--- config.mk ---
export PLATFORM = sky130hd
export DESIGN_NAME = tpq_ctrl
export DESIGN_NICKNAME = d
export VERILOG_FILES = /design/src/sv/tpq_pkg.sv /design/src/sv/tpq_ctrl.sv
export SDC_FILE = /design/constraint.sdc
export NUM_CORES = 1
export LEC_CHECK = 0
export BUFFER_PORTS_ARGS = -buffer_cell sky130_fd_sc_hd__buf_2
export CELL_PAD_IN_SITES_DETAIL_PLACEMENT = 1
export CELL_PAD_IN_SITES_GLOBAL_PLACEMENT = 1
export CORE_UTILIZATION = 35
export DETAILED_ROUTE_END_ITERATION = 16
export PLACE_DENSITY_LB_ADDON = 0.05
export SYNTH_ARGS = -nofsm -noshare
export SYNTH_HDL_FRONTEND = slang
export SYNTH_SLANG_ARGS = --single-unit
--- constraint.sdc ---
create_clock -name clk -period 3.8 [get_ports clk]
set_input_delay 0.19 -clock clk [delete_from_list [all_inputs] [get_ports clk]]
set_output_delay 0.19 -clock clk [all_outputs]
set_load 0.02 [all_outputs]
--- src/sv/tpq_pkg.sv ---
`default_nettype none
package tpq_pkg;

  localparam int RATE_W      = 21;
  localparam int COUNT_W     = 9;
  localparam int LIMIT_W     = 10;
  localparam int LEVEL_W     = 17;
  localparam int FROM_W      = 9;
  localparam int CDF_W       = 17;
  localparam int QK_W        = 8;
  localparam int MEAN_W      = 24;
  localparam int IN_DATA_W   = 40;
  localparam int OUT_DATA_W  = 56;
  localparam int CFG_ADDR_W  = 1;

  localparam int W_W         = 54;
  localparam int RATE_SHIFT  = 16;
  localparam int MUL_SPLIT   = 27;
  localparam int MEAN_FRAC   = 16;
  localparam int PROD_W      = W_W + RATE_W - RATE_SHIFT;

  localparam logic [W_W-1:0] WEIGHT_ONE = W_W'(64'h1_0000_0000);
  localparam logic [W_W-1:0] WEIGHT_CAP = W_W'(64'h20_0000_0000_0000);

  localparam logic [RATE_W-1:0]  RATE_RESET  = RATE_W'(65536);
  localparam logic [COUNT_W-1:0] COUNT_RESET = COUNT_W'(10);

  localparam logic [CFG_ADDR_W-1:0] CFG_RATE  = 1'b0;
  localparam logic [CFG_ADDR_W-1:0] CFG_COUNT = 1'b1;

  typedef enum logic [1:0] {
    DIV_WEIGHT,
    DIV_FRAC,
    DIV_MEAN
  } div_sel_t;

  typedef struct packed {
    logic     w_init;
    logic     mul_lo;
    logic     mul_hi;
    logic     div_start;
    div_sel_t div_sel;
    logic     w_store;
    logic     k_clear;
    logic     n_read;
    logic     n_store;
    logic     q_step;
    logic     out_load;
  } cmd_t;

  typedef struct packed {
    logic k_end;
    logic div_busy;
    logic out_full;
  } sts_t;

endpackage
`default_nettype wire

--- src/sv/tpq_ctrl.sv ---
`default_nettype none
module tpq_ctrl (
  input  wire logic         clk,
  input  wire logic         rst,
  input  wire logic         cfg_we,
  input  wire logic         in_valid,
  output logic              in_ready,
  input  wire tpq_pkg::sts_t sts,
  output tpq_pkg::cmd_t     cmd
);

  typedef enum logic [3:0] {
    IDLE, W_INIT, W_CHECK, W_MUL1, W_DIVGO, W_DIV,
    N_READ, N_DIVGO, N_DIV, Q_RUN, M_GO, M_DIV
  } state_t;

  state_t state, state_next;
  logic   table_ready;

  assign in_ready = (state == IDLE);

  always_comb begin
    cmd        = '0;
    cmd.div_sel = tpq_pkg::DIV_WEIGHT;
    state_next = state;
    unique case (state)
      IDLE: begin
        if (in_valid) state_next = table_ready ? Q_RUN : W_INIT;
      end
      W_INIT: begin
        cmd.w_init = 1'b1;
        state_next = W_CHECK;
      end
      W_CHECK: begin
        if (sts.k_end) begin
          cmd.k_clear = 1'b1;
          state_next  = N_READ;
        end else begin
          cmd.mul_lo = 1'b1;
          state_next = W_MUL1;
        end
      end
      W_MUL1: begin
        cmd.mul_hi = 1'b1;
        state_next = W_DIVGO;
      end
      W_DIVGO: begin
        cmd.div_start = 1'b1;
        state_next    = W_DIV;
      end
      W_DIV: begin
        if (!sts.div_busy) begin
          cmd.w_store = 1'b1;
          state_next  = W_CHECK;
        end
      end
      N_READ: begin
        if (sts.k_end) begin
          cmd.k_clear = 1'b1;
          state_next  = Q_RUN;
        end else begin
          cmd.n_read = 1'b1;
          state_next = N_DIVGO;
        end
      end
      N_DIVGO: begin
        cmd.div_start = 1'b1;
        cmd.div_sel   = tpq_pkg::DIV_FRAC;
        state_next    = N_DIV;
      end
      N_DIV: begin
        if (!sts.div_busy) begin
          cmd.n_store = 1'b1;
          state_next  = N_READ;
        end
      end
      Q_RUN: begin
        if (sts.k_end) state_next = M_GO;
        else cmd.q_step = 1'b1;
      end
      M_GO: begin
        cmd.div_start = 1'b1;
        cmd.div_sel   = tpq_pkg::DIV_MEAN;
        state_next    = M_DIV;
      end
      M_DIV: begin
        if (!sts.div_busy && !sts.out_full) begin
          cmd.out_load = 1'b1;
          state_next   = IDLE;
        end
      end
      default: state_next = IDLE;
    endcase
  end

  always_ff @(posedge clk) begin
    if (rst) begin
      state       <= IDLE;
      table_ready <= 1'b0;
    end else begin
      state <= state_next;
      if (cfg_we) table_ready <= 1'b0;
      else if (state == N_READ && sts.k_end) table_ready <= 1'b1;
    end
  end

endmodule
`default_nettype wire

## After elaboration in Yosys (flattened, before gate mapping)

Cells that the tools add are included.

- Register bits: 5
- Input bits: 7
- Output and inout port bits: 13

- Equal/unequal tests: 16
- Mux-type cells: 24
- Reduce and logical (&&, ||, !) cells: 9

Operators by type and width:

| cell | count |
|---|---|
| 4-bit one-hot mux with 12 select lines | 1 |
| 4-bit two-way mux | 7 |
| 4-bit by 3-bit == test with 1-bit output (second input constant) | 4 |
| 4-bit == test (second input constant) | 4 |
| 1-bit two-way mux | 14 |
| 2-bit inequality test (second input constant) | 5 |
| 4-bit by 2-bit == test with 1-bit output (second input constant) | 2 |
| 5-bit AND reduction | 1 |
| 4-bit by 1-bit == test with 1-bit output (second input constant) | 1 |
| 4-bit zero test | 1 |
| 2-bit one-hot mux with 2 select lines | 1 |
| 2-bit OR reduction | 2 |
| 3-bit two-way mux | 1 |
| 3-bit OR reduction | 1 |
| 1-bit logical AND | 2 |
| 1-bit zero test | 2 |

## Longest topological paths before layout

Gate-level depths: netlist (run 1).

- Depth after elaboration: 4
- Depth in mapped cells: 6
- Gate-level depth less buffers: 4

## Worst setup path after synthesis (run 1)

OpenSTA, ideal clock, no wires.

- Kind: register to output
- Start: register state[3]
- End: output cmd[8] in the netlist's numbering
- Arrival time: 1490 ps
- Slack: 2120 ps
- Cell stages (with the launch flop): 6
- Path through: dfxtp_1 -> buf_4 -> buf_2 -> nand2_1 -> nor3_1 -> a21o_1

RTL lines:

| item | RTL line | RTL |
|---|---|---|
| start, declared | tpq_ctrl.sv:17 | `state_t state, state_next;` |
| start signal, assigned | tpq_ctrl.sv:101 | `state <= state_next;` |
| end, declared | tpq_ctrl.sv:9 | `output tpq_pkg::cmd_t cmd` |

==> results of run 1 <==
## area by class of cell
type	count	area, sq um	area share (%)
Clock buffer	4	26.28	4.070
Inverter	1	3.754	0.5814
Multi-Input combinational cell	60	401.6	62.21
Sequential cell	5	100.1	15.50
Tap cell	15	18.77	2.907
Timing Repair Buffer	19	95.09	14.73
## placed cells by master, fill, tap and decap left out, drive strengths merged
cell     count
a2bb2oi      1
nand3        1
a211oi       3
mux2         1
o31ai        2
nor4b        2
or3          2
nor3         7
or3b         3
nor3b        1
nand2        4
a2111oi      1
o22a         1
a21o         1
nand2b       6
nand3b       1
o211ai       2
o21ai        2
inv          1
xnor2        1
nor2         3
a21oi        5
buf         19
nor2b        4
a31oi        1
clkbuf       4
dfxtp        5
nor4         5
## synthesized netlist by cell type, types with 3 or more instances
master and n:
or3b_1 3, nor2_1 3, a21oi_1 4, nor2b_1 4, nor4_1 5, nand2_1 4, dfxtp_1 5, nand2b_1 6
nor3_1 7, buf_2 4
## power breakdown
part / total (mW) / leakage, nW / switching (mW) / internal (mW)
clock: 0.0629 / 0.0150 / 0.0231 / 0.0398
sequential: 0.112 / 0.0408 / 0.0496 / 0.0623
combinational: 0.156 / 0.203 / 0.0826 / 0.0736
total: 0.331 / 0.259 / 0.155 / 0.176
## worst paths after layout
check,from,to,slack (ps)
max,state[3]$_SDFFE_PP0P_,cmd[2],1800
min,cfg_we,table_ready$_SDFFE_PP0P_,110
max reg2reg,state[0]$_SDFFE_PP0P_,state[0]$_SDFFE_PP0P_,1890
min reg2reg,table_ready$_SDFFE_PP0P_,table_ready$_SDFFE_PP0P_,540
## state kept, by name (all words and copies together), names as in the netlist
signal,cells
state,4
table_ready,1
## layer usage
metal  share of wire, %  vias up
met4                  0        0
met5                  0        -
met1                 52      283
met2                 46        9
li1                   -      310
met3                2.2        0
## kinds of logic (layout without fill, tap and decap cells)
family	count (synthesis)	in the layout	synth area share, %
DFF	5	5	18.39
muxes	1	1	2.758
buffers and inverters	8	24	7.814
xor gates and xnor gates	1	1	1.609
and+or+nand+nor	39	39	43.45
AOI/OAI and AO/OA	19	19	25.98
## per-stage QoR
step	area (sq um)	total power [mW]	utilization (%)
after floorplan	544.3	0.2363	-
after global placement	619.3	0.2662	45.33
after detailed placement	619.3	0.2708	45.33
after CTS	645.6	0.3351	47.25
after global routing	645.6	0.3603	47.25
final	645.6	0.3310	47.25
==> run_results.csv, run 1 <==
group,metric,value,unit
worst_setup_path,startpoint_type,"flop",
grt,grt-ovfl-total,0,
timing,fin_skew,4.277,ps
floorplan,start_util,39.84,%
layout,fill_cells,184,
layout,area_growth,18.62,%
yosys,ys.flop_type,"dfxtp_1",
placed_design,pre_cts_slack,1872,ps
floorplan,rows,13,
timing,final.setup.tns,0,ps
cts,cts_setup_buffers,0,
detailed_routing,wl_per_cell,14.13,um
cts,hold_buffers,0,
grt,grt_antenna_before_repair,0,
detailed_routing,drt_wl_total,1469,um
cts,root_buffer,"clkbuf_4",
detailed_routing,drc,0,
hold_path,hold_path_depth,2,
worst_setup_path,max_stage_delay,730,ps
timing,period_needed,1998,ps
timing,setup_viol,0,
cts,clk_latency,240,ps
detailed_routing,vias,602,
flow_run,maxCapViolations,0,
worst_setup_path,critPathMaxFanout,22,
yosys,ys_seq_area_share,18.39,%
run_status,outcome,"finished clean",
yosys,yosysWarnings,0,
floorplan,die-area,0.001717,sq mm
timing,worst_slack,1802,ps
yosys,syn_area_per_cell,7.456,sq um
detailed_routing,dr.pass1.iters,4,
timing,drv_slew,0,
timing,worst_pin_slew,701.8,ps
grt,grt_first_pass_wirelength,2442,um
yosys,async_flop_share,0,%
yosys,synthTopCellsByArea,"dfxtp_1 18%, nand2b_1 6.9%, nor3_1 6.4%",
cts,cts_sinks,5,
yosys,netlist_area,544.3,sq um
floorplan,core-area,0.001366,sq mm
grt,grt_pass1_vias,558,
cts,h-tree-depth,1,
timing,whs,110.9,ps
timing,rsz0062_at_grt,"false",
layout,layout.nets,97,
yosys,syn_nets,80,
placed_design,dp.cells,100,
worst_setup_path,path_class,"reg -> out",
hold_path,hold_path_class,"in -> reg",
worst_setup_path,path_depth,3,
timing,slew_headroom,53.15,%
detailed_routing,vias_per_cell,5.788,
layout,drive_gt1_share,30.34,%
yosys,synth_top_cell_by_area,"dfxtp_1",
yosys,synth_edf_count,0,
power,pwr_density_cell,512.7,mW/mm^2
detailed_routing,ant_nets,0,
cts,cts_tree,"built",
worst_setup_path,crit_family,"flip-flops",
yosys,synth_top_area_share,18.39,%
worst_setup_path,crit_path_end_kind,"output port",
detailed_routing,initialDrtViolationCount,7,
floorplan,die_h,41.44,um
grt,use_met1,25.66,%
yosys,synth_cell_types,33,
grt,track_usage,18.06,%
worst_setup_path,worstPathArrival,1810,ps
grt,top_usage_layer,"met2",
timing,finalHoldViolations,0,
power,peakVddDrop,188.5,uV
layout,finalNonFillerCells,104,
worst_setup_path,cp_slowest_cell,"dfxtp_1",
placed_design,dpl.hpwl,1066,um
yosys,synthCells,73,
cts,cts_buffers,3,
grt,gr-usage-met2,26.56,%
power,leakagePower,0.2588,nW
cts,clockBufferDepth,2,
floorplan,die_x,41.44,um
grt,grt_start_max_net_pins,23,
worst_setup_path,reg2reg_depth,4,
placed_design,routabilityCongestion,0.7023,
timing,timing.final.crit_share,52.57,%
worst_setup_path,path_buf_inv,1,
grt,grt_use_met3,5.652,%
worst_setup_path,crit_required,3610,ps
cts,cts_resized,0,
floorplan,boundaryPins,20,
cts,clk_pin_slew,40,ps
worst_setup_path,crit_chain,"or3b_1, nor3_1, buf_2",
yosys,synth-seq-cells,5,
timing,clock.fmax,500.6,MHz
layout,antenna_cells,0,
placed_design,numPortBuffers,19,
(Power assumes the default switching activity.)
==> run 2: changes to the inputs <==
Settings changed: ABC_AREA from default to 1, CORE_UTILIZATION 35 to 27.
Clock period 3.8 ns to 1.7 ns, I/O delays scaled along.
==> run 2 against run 1 <==
  * Die area increased by 26%
  * Synthesized cell count up 34%
  * Count of clock-buffer cells in the layout stayed put
  * Highest routed layer is now met4
  * Core utilization down 8.4 points
  * Worst hold slack got worse by 100 ps
  * Area after synthesis fell by 1.4%
  * Flip-flop and latch count is the same
==> run_results.csv, run 2 <==
group,metric,value,unit
cts,hold_buffers,1,
yosys,synth_top_cell_by_area,"dfxtp_1",
timing,fin_skew,1.141,ps
yosys,synth_top_area_share,18.65,%
timing,worst_pin_slew,361.8,ps
detailed_routing,met3_length,90,um
yosys,synth_edf_count,0,
cts,cts_resized,0,
yosys,yosysWarnings,0,
cts,cts_buffers,3,
worst_setup_path,crit_required,1620,ps
hold_path,worstHoldStart,"rst",
floorplan,start_util,29.79,%
timing,rsz0062_at_grt,"false",
yosys,netlist_top_cells_count,"26 x nand2_1, 21 x nor2_1, 14 x inv_1, 7 x nand3_1",
hold_path,whs_endpoint,"table_ready$_SDFFE_PP0P_",
yosys,ys.flop_type,"dfxtp_1",
yosys,yosysMostFrequentCell,"nand2_1",
yosys,syn_nets,105,
cts,h-tree-depth,1,
yosys,synthCells,98,
hold_path,hold_path_class,"in -> reg",
detailed_routing,drt_wl_total,1712,um
power,internal_power,0.4916,mW
layout,final_cell_mix,"26 x nand2_1, 21 x nor2_1, 19 x buf_2, 14 x inv_1, 7 x nand3_1",
detailed_routing,initialDrtViolationCount,5,
floorplan,die_h,46.59,um
worst_setup_path,cp_slowest_cell,"dfxtp_1",
grt,track_usage,18.07,%
layout,fill_cells,285,
detailed_routing,highest_layer,"met4",
timing,clock.fmax,662.6,MHz
timing,period_needed,1509,ps
detailed_routing,wl_met1,829,um
cts,cts_tree,"built",
timing,slew_headroom,75.79,%
worst_setup_path,critPathMaxFanout,5,
yosys,synthTopCellsByArea,"dfxtp_1 19%, nand2_1 18%, nor2_1 15%",
grt,grt_start_max_net_pins,7,
timing,timing.final.crit_share,88.77,%
layout,final_common_cell,"nand2_1",
worst_setup_path,timing.rr.end,"state[0]$_SDFFE_PP0P_",
floorplan,die_x,46.59,um
layout,antenna_cells,0,
worst_setup_path,r2r_start,"state[0]$_SDFFE_PP0P_",
worst_setup_path,crit_family,"simple AND/OR/NAND/NOR gates",
layout,drive_gt1_share,31.97,%
placed_design,routabilityCongestion,0.8582,
detailed_routing,dr.pass1.iters,3,
timing,finalHoldViolations,0,
layout,layout.nets,130,
timing,drv_slew,0,
yosys,async_flop_share,0,%
power,seq_power_share,19.3,%
floorplan,core-area,0.001802,sq mm
yosys,netlist_area,536.8,sq um
yosys,syn_area_per_cell,5.477,sq um
worst_setup_path,rrSetupSlack,290,ps
detailed_routing,vias,646,
worst_setup_path,crit_chain,"inv_2, nor2_1, nand3_1, nand2_1, buf_2",
flow_run,maxCapViolations,0,
detailed_routing,wl_per_cell,11.65,um
cts,clk_pin_slew,50,ps
worst_setup_path,reg2reg_depth,9,
timing,final.setup.tns,0,ps
grt,grt-ovfl-total,0,
power,pwr-share-comb,67.7,%
yosys,ys_seq_area_share,18.65,%
worst_setup_path,startpoint_type,"flop",
detailed_routing,drc,0,
grt,grt_antenna_before_repair,0,
layout,largest_register_ffs,4,
cts,root_buffer,"clkbuf_4",
layout,area_growth,30.30,%
worst_setup_path,worstPathArrival,1420,ps
detailed_routing,vias_per_cell,4.395,
layout,top_register,"state",
placed_design,numPortBuffers,19,
floorplan,die-area,0.002170,sq mm
power,pwr_density_cell,1604,mW/mm^2
cts,cts_setup_buffers,0,
worst_setup_path,path_class,"reg -> out",
run_status,outcome,"finished clean",
power,peakVddDrop,779.6,uV
worst_setup_path,path_buf_inv,2,
detailed_routing,ant_nets,0,
power,p_sw,0.6306,mW
power,p_clk_share,13.0,%
yosys,synth_cell_types,18,
cts,clockBufferDepth,2,
floorplan,rows,15,
power,p_sw_share,56.19,%
floorplan,boundaryPins,20,
power,leakagePower,0.4478,nW
grt,grt_first_pass_wirelength,2746,um
layout,largest_registers,"state: 4 flops, table_ready: 1 flops",
worst_setup_path,max_stage_delay,410,ps
power,power,1.122,mW
placed_design,dpl.hpwl,1434,um
cts,clk_latency,250,ps
yosys,synth-seq-cells,5,
cts,cts_sinks,5,
timing,setup_viol,0,
detailed_routing,wl_met2,787,um
worst_setup_path,crit_path_end_kind,"output port",
grt,grt_pass1_vias,603,
hold_path,hold_path_depth,2,
## run 2: cell count changes after synthesis, moves of 6 or more
cell | previous run | this run
nand3_1 | 1 | 7
inv_1 | 1 | 14
nor3_1 | 7 | 1
nand2_1 | 4 | 26
nor2_1 | 3 | 21
nand2b_1 | 6 | 0
## run 2: worst max path at each step
stage | startpoint | endpoint | slack [ps] | cells after the start
2_1_floorplan | state[0]$_SDFFE_PP0P_ | state[3]$_SDFFE_PP0P_ | 440 | 6
3_3_place_gp | state[0]$_SDFFE_PP0P_ | state[0]$_SDFFE_PP0P_ | 350 | 9
3_5_place_dp | state[0]$_SDFFE_PP0P_ | state[0]$_SDFFE_PP0P_ | 320 | 9
4_1_cts | state[2]$_SDFFE_PP0P_ | cmd[4] | 190 | 5
5_1_grt | state[0]$_SDFFE_PP0P_ | cmd[8] | 100 | 6
6_report | state[2]$_SDFFE_PP0P_ | cmd[4] | 190 | 5
## run 2: power groups by stage
stage	clock network, mW	logic (mW)	registers (mW)
global route	0.160	0.846	0.222
CTS	0.150	0.762	0.216
finish	0.146	0.760	0.216
detailed placement	0	0.754	0.218
floorplan	0	0.570	0.205
global placement	0	0.756	0.216
## run 2: metal layers
metal  GRT usage (%)  up-vias
met2           29.44       18
met4           3.529        0
li1                -      344
met1           23.43      282
met5               0        -
met3           5.098        2
## run 2: cells by family after synthesis
family,after synthesis,synth area share [%]
simple gates,69,62.00
flops,5,18.65
buf+inv,19,13.29
compound gates,5,6.059
## run 2: final cells by class
| type | instances | area, sq um | share of cell area, % |
|---|---|---|---|
| multi-input combinational | 74 | 365.4 | 52.24 |
| timing repair buffer | 20 | 105.1 | 15.03 |
| sequential | 5 | 100.1 | 14.31 |
| inverter | 19 | 71.32 | 10.20 |
| tap | 25 | 31.28 | 4.472 |
| clock buffer | 4 | 26.28 | 3.757 |
## run 2: metrics by stage
stage          utilization, %  cells  hold WS (ps)  instance area (sq um)  setup slack [ps]
3_3_place_gp            36.81    142         253.7                  663.1             345.9
2_1_floorplan               -     98         157.8                  536.8             443.7
5_1_grt                 38.82    147         11.46                  699.4             103.7
4_1_cts                 38.82    147         3.504                  699.4             189.2
6_report                38.82    147         7.307                  699.4             190.8
3_5_place_dp            36.81    142         254.5                  663.1             322.2
## run 2: worst reg2reg max path: cells and delay by family (launching register included)
kind / cells / cell delay [ps]
simple gates: 7 / 660
flops: 1 / 480
buf+inv: 2 / 160
==> run 3: changes to the inputs <==
Settings changed: BUFFER_PORTS_ARGS -buffer_cell sky130_fd_sc_hd__buf_2 to -buffer_cell sky130_fd_sc_hd__clkbuf_2, CORE_ASPECT_RATIO from default to 1.25.
==> run 3 against run 2 <==
  * Core utilization decreased by 0.55 points
  * Combinational power about the same
  * Flip-flop and latch count unchanged
  * Global-route usage decreased by 0.80 points
  * Register-to-register slack improved by 30 ps
  * Sequential power about the same
  * Final cell count decreased by 4.1%
  * Critical endpoint unchanged
==> run_results.csv, run 3 (synthesized netlist as in run 2, its figures left out) <==
group,metric,value,unit
run_status,outcome,"finished clean",
worst_setup_path,startpoint_type,"flop",
detailed_routing,wl_per_cell,11.68,um
placed_design,routabilityCongestion,0.7703,
detailed_routing,drc,0,
detailed_routing,drt_wl_total,1647,um
grt,grt_pass1_vias,668,
timing,clock.fmax,668.2,MHz
timing,worst_pin_slew,340.8,ps
timing,drv_slew,0,
timing,period_needed,1497,ps
layout,fill_cells,278,
power,leakagePower,0.4389,nW
worst_setup_path,worstPathArrival,1410,ps
hold_path,hold_path_depth,2,
grt,grt_first_pass_wirelength,2829,um
hold_path,hold_path_class,"in -> reg",
layout,largest_registers,"state: 4 flops, table_ready: 1 flops",
floorplan,die_h,51.85,um
layout,antenna_cells,0,
detailed_routing,dr.pass1.iters,4,
cts,clockBufferDepth,2,
worst_setup_path,path_class,"reg -> out",
layout,area_growth,28.90,%
floorplan,die-area,0.002171,sq mm
layout,finalNonFillerCells,141,
timing,timing.final.crit_share,88.04,%
cts,hold_buffers,1,
cts,root_buffer,"clkbuf_4",
worst_setup_path,critPathMaxFanout,5,
floorplan,rows,17,
layout,layout.nets,130,
timing,setup_viol,0,
placed_design,dpl.hpwl,1449,um
layout,largest_register_ffs,4,
grt,grt_antenna_before_repair,0,
timing,finalHoldViolations,0,
timing,fin_skew,4.429,ps
timing,final.setup.tns,0,ps
detailed_routing,ant_nets,0,
detailed_routing,initialDrtViolationCount,6,
layout,final_common_cell,"nand2_1",
grt,track_usage,17.26,%
timing,rsz0062_at_grt,"false",
detailed_routing,vias,662,
cts,clk_pin_slew,50,ps
floorplan,boundaryPins,20,
worst_setup_path,reg2reg_depth,9,
layout,top_register,"state",
cts,cts_buffers,3,
flow_run,maxCapViolations,0,
cts,cts_setup_buffers,0,
cts,h-tree-depth,1,
cts,cts_sinks,5,
worst_setup_path,crit_required,1620,ps
layout,drive_gt1_share,31.97,%
floorplan,die_x,41.88,um
grt,grt-ovfl-total,0,
placed_design,dp.cells,136,
cts,cts_tree,"built",
cts,cts_resized,0,
detailed_routing,vias_per_cell,4.695,
worst_setup_path,crit_path_end_kind,"output port",
floorplan,core-area,0.001808,sq mm
power,pwr_density_cell,1622,mW/mm^2
grt,grt_start_max_net_pins,7,
timing,slew_headroom,77.20,%
cts,clk_latency,250,ps
power,peakVddDrop,576.5,uV
layout,final_cell_mix,"26 x nand2_1, 21 x nor2_1, 19 x clkbuf_2, 14 x inv_1, 7 x nand3_1",
floorplan,start_util,29.69,%
timing,whs,3.745,ps
placed_design,numPortBuffers,19,
[run 3: stage by stage]
step           setup WS [ps]  util (%)  cell area [sq um]  total power [mW]
6_report               203.4     38.27              691.9             1.122
5_1_grt                76.09     38.27              691.9             1.239
4_1_cts                194.0     38.27              691.9             1.140
3_5_place_dp           325.8     36.26              655.6            0.9830
3_3_place_gp           348.5     36.26              655.6            0.9761
2_1_floorplan          443.7         -              536.8            0.7748
[run 3: path summary, 6_finish.rpt]
| path | start | to | slack [ps] |
|---|---|---|---|
| max | state[2]$_SDFFE_PP0P_ | cmd[4] | 200 |
| min | rst | table_ready$_SDFFE_PP0P_ | 4 |
| max reg2reg | state[0]$_SDFFE_PP0P_ | state[0]$_SDFFE_PP0P_ | 320 |
| min reg2reg | table_ready$_SDFFE_PP0P_ | table_ready$_SDFFE_PP0P_ | 460 |
[run 3: where the power goes]
group | total, mW | internal [mW] | switching, mW | leakage (nW)
clock | 0.149 | 0.0895 | 0.0599 | 0.0150
sequential | 0.216 | 0.155 | 0.0610 | 0.0411
combinational | 0.757 | 0.246 | 0.511 | 0.383
total | 1.12 | 0.490 | 0.632 | 0.439
[run 3: critical path: stages, from the launching register on]
cell	delay, ps
dfxtp_1	410
inv_2	70
nor2_1	240
nand3_1	190
nand2_1	100
clkbuf_2	160
[run 3: cell type report]
cell class	count	area, sq um	share of cell area [%]
multi-input cells	74	365.4	52.80
well taps	19	23.77	3.436
repair buffers	20	105.1	15.19
clock buffers	4	26.28	3.797
inverters	19	71.32	10.31
flip-flops and latches	5	100.1	14.47
[run 3: layer usage]
metal  global-route usage (%)  wire length, um  vias to the layer above
li1                         -                -                      349
met1                    19.83              755                      289
met2                    31.51              810                       20
met3                    2.083               55                        4
met4                    8.065               25                        0
met5                        0                0                        -
